$ cat src/rtl/core/deq_pkg.sv
`default_nettype none

package deq_pkg;

    // Operation codes carried in the op field of a request beat.
    typedef enum logic [2:0] {
        OP_PUSH_FRONT = 3'd0,
        OP_PUSH_BACK  = 3'd1,
        OP_POP_FRONT  = 3'd2,
        OP_POP_BACK   = 3'd3,
        OP_CLEAR      = 3'd4
    } op_t;

    // Status codes reported with every response beat.
    typedef enum logic [1:0] {
        ST_OK        = 2'd0,
        ST_POP_EMPTY = 2'd1,
        ST_PUSH_FULL = 2'd2
    } status_t;

    localparam int unsigned OP_W     = 3;
    localparam int unsigned STATUS_W = 2;

endpackage

`default_nettype wire

$ cat src/rtl/core/deq_req_if.sv
`default_nettype none

interface deq_req_if
    import deq_pkg::*;
#(
    parameter int unsigned DATA_WIDTH = 32
);
    logic                  valid;
    logic                  ready;
    logic [OP_W-1:0]       op;
    logic [DATA_WIDTH-1:0] value;

    modport source (output valid, output op, output value, input ready);
    modport sink   (input valid, input op, input value, output ready);
endinterface

`default_nettype wire

$ cat src/rtl/core/deq_rsp_if.sv
`default_nettype none

interface deq_rsp_if
    import deq_pkg::*;
#(
    parameter int unsigned DATA_WIDTH = 32,
    parameter int unsigned COUNT_W    = 5
);
    logic                  valid;
    logic                  ready;
    logic [DATA_WIDTH-1:0] front_value;
    logic [DATA_WIDTH-1:0] back_value;
    logic                  is_empty;
    logic [COUNT_W-1:0]    entry_count;
    logic [STATUS_W-1:0]   status;

    modport source (output valid, output front_value, output back_value, output is_empty,
                    output entry_count, output status, input ready);
    modport sink   (input valid, input front_value, input back_value, input is_empty,
                    input entry_count, input status, output ready);
endinterface

`default_nettype wire

$ cat src/rtl/core/deq_ram.sv
`default_nettype none

module deq_ram #(
    parameter int unsigned WIDTH = 32,
    parameter int unsigned DEPTH = 16
) (
    input  wire logic                     clk,
    input  wire logic                     we,
    input  wire logic [$clog2(DEPTH)-1:0] waddr,
    input  wire logic [WIDTH-1:0]         wdata,
    input  wire logic                     re,
    input  wire logic [$clog2(DEPTH)-1:0] raddr,
    output      logic [WIDTH-1:0]         rdata
);

    logic [WIDTH-1:0] mem [DEPTH];

    // One write port and one registered read port; read data holds while re is low.
    always_ff @(posedge clk)
    begin
        if (we)
        begin
            mem[waddr] <= wdata;
        end
        if (re)
        begin
            rdata <= mem[raddr];
        end
    end

endmodule

`default_nettype wire

$ cat src/rtl/core/double_ended_queue_unit.sv
// Channel  Dir  Beat contents
// req      in   op, value
// rsp      out  front_value, back_value, is_empty, entry_count, status
//
// Each request steps through S_IDLE (pointer update and, for a push, the
// entry write), S_READ (reads of the front and back entries) and S_CAPTURE
// (capture into the response register). The response register frees the
// request side, so the next request is taken while a response still waits;
// a stalled response holds the capture step. Reset clears the pointers and
// the count; the entry memories need no clearing.
`default_nettype none

module double_ended_queue_unit
    import deq_pkg::*;
#(
    parameter int unsigned DEPTH      = 16,
    parameter int unsigned DATA_WIDTH = 32
) (
    input wire logic clk,
    input wire logic rst_n,
    deq_req_if.sink  req,
    deq_rsp_if.source rsp
);

    localparam int unsigned PTR_W   = $clog2(DEPTH);
    localparam int unsigned CNT_W   = $clog2(DEPTH + 1);
    localparam logic [PTR_W-1:0] LAST_IDX = PTR_W'(DEPTH - 1);
    localparam logic [CNT_W-1:0] FULL_CNT = CNT_W'(DEPTH);

    typedef enum logic [1:0] {
        S_IDLE,
        S_READ,
        S_CAPTURE
    } state_t;

    state_t                state_reg, state_next;
    logic [PTR_W-1:0]      head_reg, head_next;
    logic [PTR_W-1:0]      tail_reg, tail_next;
    logic [CNT_W-1:0]      count_reg, count_next;
    status_t               status_reg, status_next;
    logic                  rsp_valid_reg, rsp_valid_next;
    logic [DATA_WIDTH-1:0] front_reg, front_next;
    logic [DATA_WIDTH-1:0] back_reg, back_next;
    logic                  empty_reg, empty_next;
    logic [CNT_W-1:0]      rsp_count_reg, rsp_count_next;
    status_t               rsp_status_reg, rsp_status_next;

    logic                  wr_en;
    logic [PTR_W-1:0]      wr_addr;
    logic                  rd_en;
    logic [PTR_W-1:0]      head_prev, head_succ, tail_prev, tail_succ;
    logic [DATA_WIDTH-1:0] front_rd, back_rd;
    logic                  is_full, is_none;

    // Ring neighbors of both pointers, wrapping at the configured depth.
    always_comb
    begin
        head_prev = (head_reg == '0) ? LAST_IDX : head_reg - 1'b1;
        head_succ = (head_reg == LAST_IDX) ? '0 : head_reg + 1'b1;
        tail_prev = (tail_reg == '0) ? LAST_IDX : tail_reg - 1'b1;
        tail_succ = (tail_reg == LAST_IDX) ? '0 : tail_reg + 1'b1;
        is_full   = (count_reg == FULL_CNT);
        is_none   = (count_reg == '0);
    end

    // Two copies of the store, one read at the front and one at the back.
    deq_ram #(
        .WIDTH (DATA_WIDTH),
        .DEPTH (DEPTH)
    ) u_front_ram (
        .clk   (clk),
        .we    (wr_en),
        .waddr (wr_addr),
        .wdata (req.value),
        .re    (rd_en),
        .raddr (head_reg),
        .rdata (front_rd)
    );

    deq_ram #(
        .WIDTH (DATA_WIDTH),
        .DEPTH (DEPTH)
    ) u_back_ram (
        .clk   (clk),
        .we    (wr_en),
        .waddr (wr_addr),
        .wdata (req.value),
        .re    (rd_en),
        .raddr (tail_prev),
        .rdata (back_rd)
    );

    assign req.ready       = (state_reg == S_IDLE);
    assign rsp.valid       = rsp_valid_reg;
    assign rsp.front_value = front_reg;
    assign rsp.back_value  = back_reg;
    assign rsp.is_empty    = empty_reg;
    assign rsp.entry_count = rsp_count_reg;
    assign rsp.status      = rsp_status_reg;

    // Sequencer: update (and write on a push), read, then load the response register.
    always_comb
    begin
        state_next      = state_reg;
        head_next       = head_reg;
        tail_next       = tail_reg;
        count_next      = count_reg;
        status_next     = status_reg;
        rsp_valid_next  = rsp_valid_reg;
        front_next      = front_reg;
        back_next       = back_reg;
        empty_next      = empty_reg;
        rsp_count_next  = rsp_count_reg;
        rsp_status_next = rsp_status_reg;
        wr_en           = 1'b0;
        wr_addr         = tail_reg;
        rd_en           = 1'b0;

        if (rsp_valid_reg && rsp.ready)
        begin
            rsp_valid_next = 1'b0;
        end

        unique case (state_reg)
            S_IDLE:
            begin
                if (req.valid)
                begin
                    status_next = ST_OK;
                    case (op_t'(req.op))
                        OP_PUSH_FRONT:
                        begin
                            if (is_full)
                            begin
                                status_next = ST_PUSH_FULL;
                            end
                            else
                            begin
                                head_next  = head_prev;
                                wr_en      = 1'b1;
                                wr_addr    = head_prev;
                                count_next = count_reg + 1'b1;
                            end
                        end
                        OP_PUSH_BACK:
                        begin
                            if (is_full)
                            begin
                                status_next = ST_PUSH_FULL;
                            end
                            else
                            begin
                                tail_next  = tail_succ;
                                wr_en      = 1'b1;
                                wr_addr    = tail_reg;
                                count_next = count_reg + 1'b1;
                            end
                        end
                        OP_POP_FRONT:
                        begin
                            if (is_none)
                            begin
                                status_next = ST_POP_EMPTY;
                            end
                            else
                            begin
                                head_next  = head_succ;
                                count_next = count_reg - 1'b1;
                            end
                        end
                        OP_POP_BACK:
                        begin
                            if (is_none)
                            begin
                                status_next = ST_POP_EMPTY;
                            end
                            else
                            begin
                                tail_next  = tail_prev;
                                count_next = count_reg - 1'b1;
                            end
                        end
                        OP_CLEAR:
                        begin
                            head_next  = '0;
                            tail_next  = '0;
                            count_next = '0;
                        end
                        default:
                        begin
                        end
                    endcase
                    state_next = S_READ;
                end
            end
            S_READ:
            begin
                // Pointers now hold their updated values; the write has landed.
                rd_en      = 1'b1;
                state_next = S_CAPTURE;
            end
            S_CAPTURE:
            begin
                if (!rsp_valid_reg || rsp.ready)
                begin
                    rsp_valid_next  = 1'b1;
                    front_next      = is_none ? '0 : front_rd;
                    back_next       = is_none ? '0 : back_rd;
                    empty_next      = is_none;
                    rsp_count_next  = count_reg;
                    rsp_status_next = status_reg;
                    state_next      = S_IDLE;
                end
            end
            default:
            begin
                state_next = S_IDLE;
            end
        endcase
    end

    // State, pointers and the response register.
    always_ff @(posedge clk or negedge rst_n)
    begin
        if (!rst_n)
        begin
            state_reg      <= S_IDLE;
            head_reg       <= '0;
            tail_reg       <= '0;
            count_reg      <= '0;
            status_reg     <= ST_OK;
            rsp_valid_reg  <= 1'b0;
            front_reg      <= '0;
            back_reg       <= '0;
            empty_reg      <= 1'b1;
            rsp_count_reg  <= '0;
            rsp_status_reg <= ST_OK;
        end
        else
        begin
            state_reg      <= state_next;
            head_reg       <= head_next;
            tail_reg       <= tail_next;
            count_reg      <= count_next;
            status_reg     <= status_next;
            rsp_valid_reg  <= rsp_valid_next;
            front_reg      <= front_next;
            back_reg       <= back_next;
            empty_reg      <= empty_next;
            rsp_count_reg  <= rsp_count_next;
            rsp_status_reg <= rsp_status_next;
        end
    end

endmodule

`default_nettype wire
$ cat src/flat_wrapper.sv
// flat-port wrapper written by rule: the top's interface ports become plain ports
module double_ended_queue_unit_flat import deq_pkg::*;
#(
    parameter int unsigned DEPTH      = 16,
    parameter int unsigned DATA_WIDTH = 32
)
  (clk, rst_n, req_valid, req_op, req_value, req_ready, rsp_valid, rsp_front_value, rsp_back_value, rsp_is_empty, rsp_entry_count, rsp_status, rsp_ready);
  deq_req_if #(.DATA_WIDTH(DATA_WIDTH)) req_i ();
  deq_rsp_if #(.DATA_WIDTH(DATA_WIDTH)) rsp_i ();
  input wire logic clk;
  input wire logic rst_n;
  input wire logic [$bits(req_i.valid)-1:0] req_valid;
  input wire logic [$bits(req_i.op)-1:0] req_op;
  input wire logic [$bits(req_i.value)-1:0] req_value;
  output wire logic [$bits(req_i.ready)-1:0] req_ready;
  output wire logic [$bits(rsp_i.valid)-1:0] rsp_valid;
  output wire logic [$bits(rsp_i.front_value)-1:0] rsp_front_value;
  output wire logic [$bits(rsp_i.back_value)-1:0] rsp_back_value;
  output wire logic [$bits(rsp_i.is_empty)-1:0] rsp_is_empty;
  output wire logic [$bits(rsp_i.entry_count)-1:0] rsp_entry_count;
  output wire logic [$bits(rsp_i.status)-1:0] rsp_status;
  input wire logic [$bits(rsp_i.ready)-1:0] rsp_ready;
  assign req_i.valid = req_valid;
  assign req_i.op = req_op;
  assign req_i.value = req_value;
  assign req_ready = req_i.ready;
  assign rsp_valid = rsp_i.valid;
  assign rsp_front_value = rsp_i.front_value;
  assign rsp_back_value = rsp_i.back_value;
  assign rsp_is_empty = rsp_i.is_empty;
  assign rsp_entry_count = rsp_i.entry_count;
  assign rsp_status = rsp_i.status;
  assign rsp_i.ready = rsp_ready;
  double_ended_queue_unit #(.DEPTH(DEPTH), .DATA_WIDTH(DATA_WIDTH)) u_core (.clk(clk), .rst_n(rst_n), .req(req_i), .rsp(rsp_i));
endmodule
$ cat config.mk
export PLATFORM = sky130hd
export DESIGN_NAME = double_ended_queue_unit_flat
export DESIGN_NICKNAME = d
export VERILOG_FILES = /design/src/rtl/core/deq_pkg.sv /design/src/rtl/core/deq_req_if.sv /design/src/rtl/core/deq_rsp_if.sv /design/src/rtl/core/deq_ram.sv /design/src/rtl/core/double_ended_queue_unit.sv /design/src/flat_wrapper.sv
export SDC_FILE = /design/constraint.sdc
export NUM_CORES = 1
export LEC_CHECK = 0
export ABC_CLOCK_PERIOD_IN_PS = 6400
export BUFFER_PORTS_ARGS = -buffer_cell sky130_fd_sc_hd__buf_4
export CORE_MARGIN = 3
export CORE_UTILIZATION = 45
export DETAILED_ROUTE_END_ITERATION = 7
export PLACE_DENSITY = 0.71
export SETUP_SLACK_MARGIN = 0.1
export SYNTH_ARGS = -nofsm -noshare
export SYNTH_HDL_FRONTEND = slang
export SYNTH_SLANG_ARGS = --single-unit
$ cat constraint.sdc
create_clock -name clk -period 6.4 [get_ports clk]
set_input_delay 0.96 -clock clk [delete_from_list [all_inputs] [get_ports clk]]
set_output_delay 0.96 -clock clk [all_outputs]
set_load 0.05 [all_outputs]
# ---- After elaboration in Yosys (flattened, before gate mapping)
# Memories as Yosys holds them, arrays and structs flattened. A register that Yosys moved wholly into a read port is not among the register bits.
# Index checks and enable logic that the tools add are counted.
dict set report classes {
  addsub 6
  n_eq_ne 17
  n_mux 35
  reduce_logical 19
}
# operator count
set ops {}
lappend ops {{$mux W32} 2}
lappend ops {{$mux W4} 12}
lappend ops {{$pmux W4 S3} 2}
lappend ops {{$pmux W5 S3} 1}
lappend ops {{$reduce_and A5 Y1} 3}
lappend ops {{$ne A2 B2 Y1 const B} 7}
lappend ops {{$mux W1} 11}
lappend ops {{$mux W5} 2}
lappend ops {{$reduce_bool A3 Y1} 3}
lappend ops {{$add A4 B1 Y4 const B} 2}
lappend ops {{$eq A4 B4 Y1 const B} 2}
lappend ops {{$logic_not A4 Y1} 2}
lappend ops {{$sub A4 B1 Y4 const B} 2}
lappend ops {{$eq A3 B2 Y1 const B} 2}
lappend ops {{$mux W2} 3}
lappend ops {{$pmux W2 S3} 1}
lappend ops {{$reduce_and A2 Y1} 3}
lappend ops {{$add A5 B1 Y5 const B} 1}
lappend ops {{$eq A5 B5 Y1 const B} 1}
lappend ops {{$logic_not A5 Y1} 1}
lappend ops {{$sub A5 B1 Y5 const B} 1}
lappend ops {{$pmux W2 S2} 1}
lappend ops {{$reduce_or A2 Y1} 2}
lappend ops {{$eq A3 B1 Y1 const B} 1}
lappend ops {{other kinds (9)} 9}
dict set report word_totals {
  reg_bits 90
  mem_bits_rw 1024
  in_bits 39
  word_cells 90
  mem_count 2
}
# memory words width rd rd_clocked_by_memory_dff write_ports line_no
set memory_table {}
lappend memory_table {u_core.u_back_ram.mem 16 32 1 1 1 deq_ram.sv:16} ;# logic [WIDTH-1:0] mem [DEPTH];
lappend memory_table {u_core.u_front_ram.mem 16 32 1 1 1 deq_ram.sv:16}

# ---- Logic depth before layout (Yosys ltp)
dict set report logic_depth {
  word_depth 7
  ltp_mapped 10
}

# ---- Cells and area by module
# Synthesis repeated with hierarchy kept, for this count alone.
dict set report hier_totals {
  cells_unflattened 1996
  hier_area_um2 44253.7
}
# module instances cells_per_inst area_per_inst_um2 seq_area_each_um2
set modules_own_cells {}
lappend modules_own_cells {deq_ram 2 838 20155.6 16335.7}
lappend modules_own_cells {double_ended_queue_unit 1 320 3942.5 2253.4}

# ---- Worst setup path after synthesis
# No wires, ideal clock.
dict set report synth_path {
  path_kind {flip-flop to flip-flop}
  start {register u_core.head_reg[0]}
  end {memory u_core.u_front_ram.mem[2][0] (enable)}
  setup_ns 0.421
  arrival_ns 3.612
  path_slack_ns 2.367
  path_stages_with_launch 10
  synth_period_minus_slack_ns 4.033
  path_cell_list {dfrtp_1 -> buf_2 -> buf_2 -> buf_2 -> inv_1 -> ha_1 -> o311ai_0 -> o21a_1 -> nand3_1 -> nor2_1}
}
dict set report synth_between {
  elab_chain_cells 6
}
# element line_no
set synth_lines {}
lappend synth_lines {{from (decl)} double_ended_queue_unit.sv:37} ;# logic [PTR_W-1:0] head_reg, head_next;
lappend synth_lines {{from (signal assigned)} double_ended_queue_unit.sv:242} ;# head_reg <= head_next;
lappend synth_lines {{$sub A4 B1 Y4 or $logic_not A4 Y1 (tied branches)} double_ended_queue_unit.sv:58} ;# head_prev = (head_reg == '0) ? LAST_IDX : head_reg - 1'b1;
lappend synth_lines {{$mux W4 (*)} double_ended_queue_unit.sv:58}
lappend synth_lines {{$mux W4 (*)} double_ended_queue_unit.sv:133} ;# if (is_full)
lappend synth_lines {{$mux W4 (*)} -}
lappend synth_lines {{$mux W4 (*)} double_ended_queue_unit.sv:127} ;# if (req.valid)
lappend synth_lines {{$mux W4 (*)} double_ended_queue_unit.sv:124} ;# unique case (state_reg)
lappend synth_lines {{to (decl)} deq_ram.sv:16}
# Every way passes the cells marked *; elsewhere a longest branch is shown, timed or not.

# ---- Worst setup path in the final report
dict set report layout_path {
  start {register u_core.head_reg[1]}
  end {memory u_core.u_front_ram.mem[3][11] (enable)}
}
# Same word-level chain as after synthesis.

==> results.md <==
- Yosys cell types: 53
- Most common cell in the synthesized netlist: edfxtp_1
- Sequential area share after synthesis: 66.99%
- Met3 Usage GRT: 4.716%
- FF+latch count, synth: 666
- Clock power frac: 24.5%
- Total CTS buffers: 68
- DRT Wirelength: 70.32 mm
- Syn Std Cell Area: 29180 um^2
- GR Util All Layers: 21.07%
- Clk root buf: clkbuf_16
- Worst Setup End Kind: flop
- Seq pwr share: 35.2%
- DPL Wire Length: 41.13 mm
- Combinational Power Share: 40.3%
- Fin crit share: 67.66%
- ANT nets after route: 0
- TritonCTS sink count: 666
- Power Dens Cells: 488.0 nW/um^2
- FILL cells: 4923
- Run status: completed
- Dominant cells by area after synthesis: edfxtp_1 59%, mux4_2 22%, dfrtp_1 7.6%
- Fmax: 0.2309 GHz
- Total gr overflow: 0
- Hold Violations, Final: 0
- Clock Latency Late Sink: 0.61 ns
- Tightest Pin Transition: 1.331 ns
- Tightest Hold Check Type: input port to async pin
- GR peak layer: met2
- Synth area leader: edfxtp_1
- Max Root-Sink Buffers: 3
- WL per Instance: 27.49 um
- Critical Path Start Type: flop
- DR vias: 16.17k
- Setup CP Type: flop to flop
- Clk slew on worst S/H paths: 0.06 ns
- Setup TNS: 0 ns
- Switching power: 0.005769 W
- Period minus WS final: 4.330 ns
- Vias in the first global route: 16.51k
- TritonCTS clock tree: done
- Post-CTS sizing: 0
- CP max stage delay: 1.05 ns
- Top post-synthesis cells by count: 576 x edfxtp_1, 288 x mux4_2, 199 x nand2_1, 89 x dfrtp_1, 77 x o21ai_0
- Setup Skew: 0.02205 ns
- Async set-or-reset flop fraction in the synthesized netlist: 13.51%
- Initial antenna violation count: 3
- Met1 usage: 29.07%
- Average cell area after synthesis: 18.77 um^2
- Yosys top cell area share: 59.27%
- CP max FO: 44
- Max_cap viols: 0
- Final nets: 1703
- Setup Buffers After CTS: 0
- Slew margin rel.: 11.07%
- Post-route DRC: 0
- Drt pass-1 iters: 6
- Prevailing post-synth register cell: edfxtp_1
- IO Port Bufs: 112
- Row cnt: 92
- Starting DRT DRC Count: 1852
- Die area: 67950 um^2
- CTS Hold Bufs: 0
- Area Growth Syn to Fin: 13.83%
- Die height: 260.7 um
- Switching part of the total: 35.59%
- Layout cells sized above 1: 33.43%
- Final setup fails: 0
- Arr. time, crit path: 4.54 ns
- Met2 usage: 33.65%
- Number of synthesized flops with an enable pin: 576
- Register with the most flip-flops: u_core.u_front_ram.mem
- Worst path cell trace: inv_2 > ha_1 > o311ai_0 > o21a_1 > nand3_1 > nor2_4
- Synthesized instance count: 1555
- Post-Syn Nets: 1603
- Max VDD drop: 380.0 uV
- Vias per cell: 6.321
- Global placement routability congestion: 0.7962
- Crit-path slowest cell: nor2_4
- Largest net degree at the start of global routing: 73
- Die width: 260.7 um
- Slew Limit Fails: 0
- Largest register FFs: 512
- Leakage: 11.04 nW
- Int Power: 0.01044 W
- Worst EP required: 6.61 ns
- Unrepaired setup endpoints after global routing: false
- First-pass GRT wire length: 106.4 mm
- CTS H-tree lvls: 3
- WHS: 0.3870 ns
- Ports: 113
- Synthesis Warnings: 0
- Core box area: 63660 um^2
- Starting Density: 45.85%
## layout make-up
cell class                      count  area (um^2)  area share [%]
Clock inverter                     33        317.8          0.9567
Sequential cell                   666        19560           58.88
Multi-Input combinational cell    770         9258           27.87
Inverter                           10        37.54          0.1130
Tap cell                          846         1059           3.186
Timing Repair Buffer              139         1069           3.216
Clock buffer                       93         1918           5.774
Antenna cell                        1        2.502        0.007533
## path summary, 6_finish.rpt
| kind | slack, ns | startpoint | to | cells after the start |
|---|---|---|---|---|
| min in group clk | 0.47 | u_core.status_reg[0] | u_core.rsp.status[0] | 2 |
| max reg2reg | 2.07 | u_core.head_reg[1] | u_core.u_front_ram.mem[3][11] | 6 |
| min reg2reg | 0.47 | u_core.status_reg[0] | u_core.rsp.status[0] | 2 |
| max | 2.07 | u_core.head_reg[1] | u_core.u_front_ram.mem[3][11] | 6 |
| max in group asynchronous | 4.94 | rst_n | u_core.rsp.front_value[13] | 2 |
| min | 0.39 | rst_n | u_core.count_reg[2] | 1 |
## power by group through the flow
stage | registers (W) | clock network [W] | logic [W]
after floorplan | 0.00634 | 0 | 0.00413
after global placement | 0.00577 | 0 | 0.00652
after detailed placement | 0.00579 | 0 | 0.00656
after CTS | 0.00571 | 0.00403 | 0.00659
after global routing | 0.00575 | 0.00422 | 0.00697
final | 0.00570 | 0.00398 | 0.00654
## cell usage in the layout (no fill, tap or decap), types with 17 or more instances in the layout
cell type,instances
buf_4,137
edfxtp_1,576
nor2_4,17
o21ai_0,77
mux4_2,288
a21oi_1,18
dfrtp_1,85
a22oi_1,64
clkbuf_16,70
nand2_1,199
## stage by stage
stage,util (%),setup slack (ns),std cells,instance area [um^2],power [W]
after floorplan,-,2.367,1555,29180,0.01048
after global placement,48.67,2.281,2431,30980,0.01229
after detailed placement,48.67,2.195,2431,30980,0.01234
after CTS,52.18,2.128,2557,33220,0.01633
after global routing,52.19,1.898,2558,33220,0.01694
final,52.19,2.070,2558,33220,0.01621
## worst max-delay path: cells and delay by family, from the launching register on
family	cells	cell delay, ns
buffers and inverters	1	0.35
flip-flops	1	0.89
AO/OA/AOI/OAI	2	0.87
adder cells (fa/ha/maj)	1	0.35
AND/OR/NAND/NOR	2	1.40
## per-layer routing
| layer | part of all wire, % | up-vias |
|---|---|---|
| li1 | - | 6616 |
| met1 | 40 | 8563 |
| met2 | 49 | 864 |
| met3 | 8.8 | 121 |
| met4 | 2.7 | 4 |
| met5 | 0.030 | - |
## cells by family (layout without fill, tap and decap cells)
group / Yosys count / count (layout) / share of synthesized area (%)
mux: 293 / 293 / 22.41
xor+xnor: 3 / 3 / 0.09005
fa+ha+maj: 9 / 9 / 0.4116
compound gates: 194 / 194 / 4.240
simple gates: 271 / 271 / 3.931
flops: 666 / 666 / 66.99
buf+inv: 119 / 275 / 1.934
other cells: 0 / 1 / 0
Power figures use the tool's default switching activity.
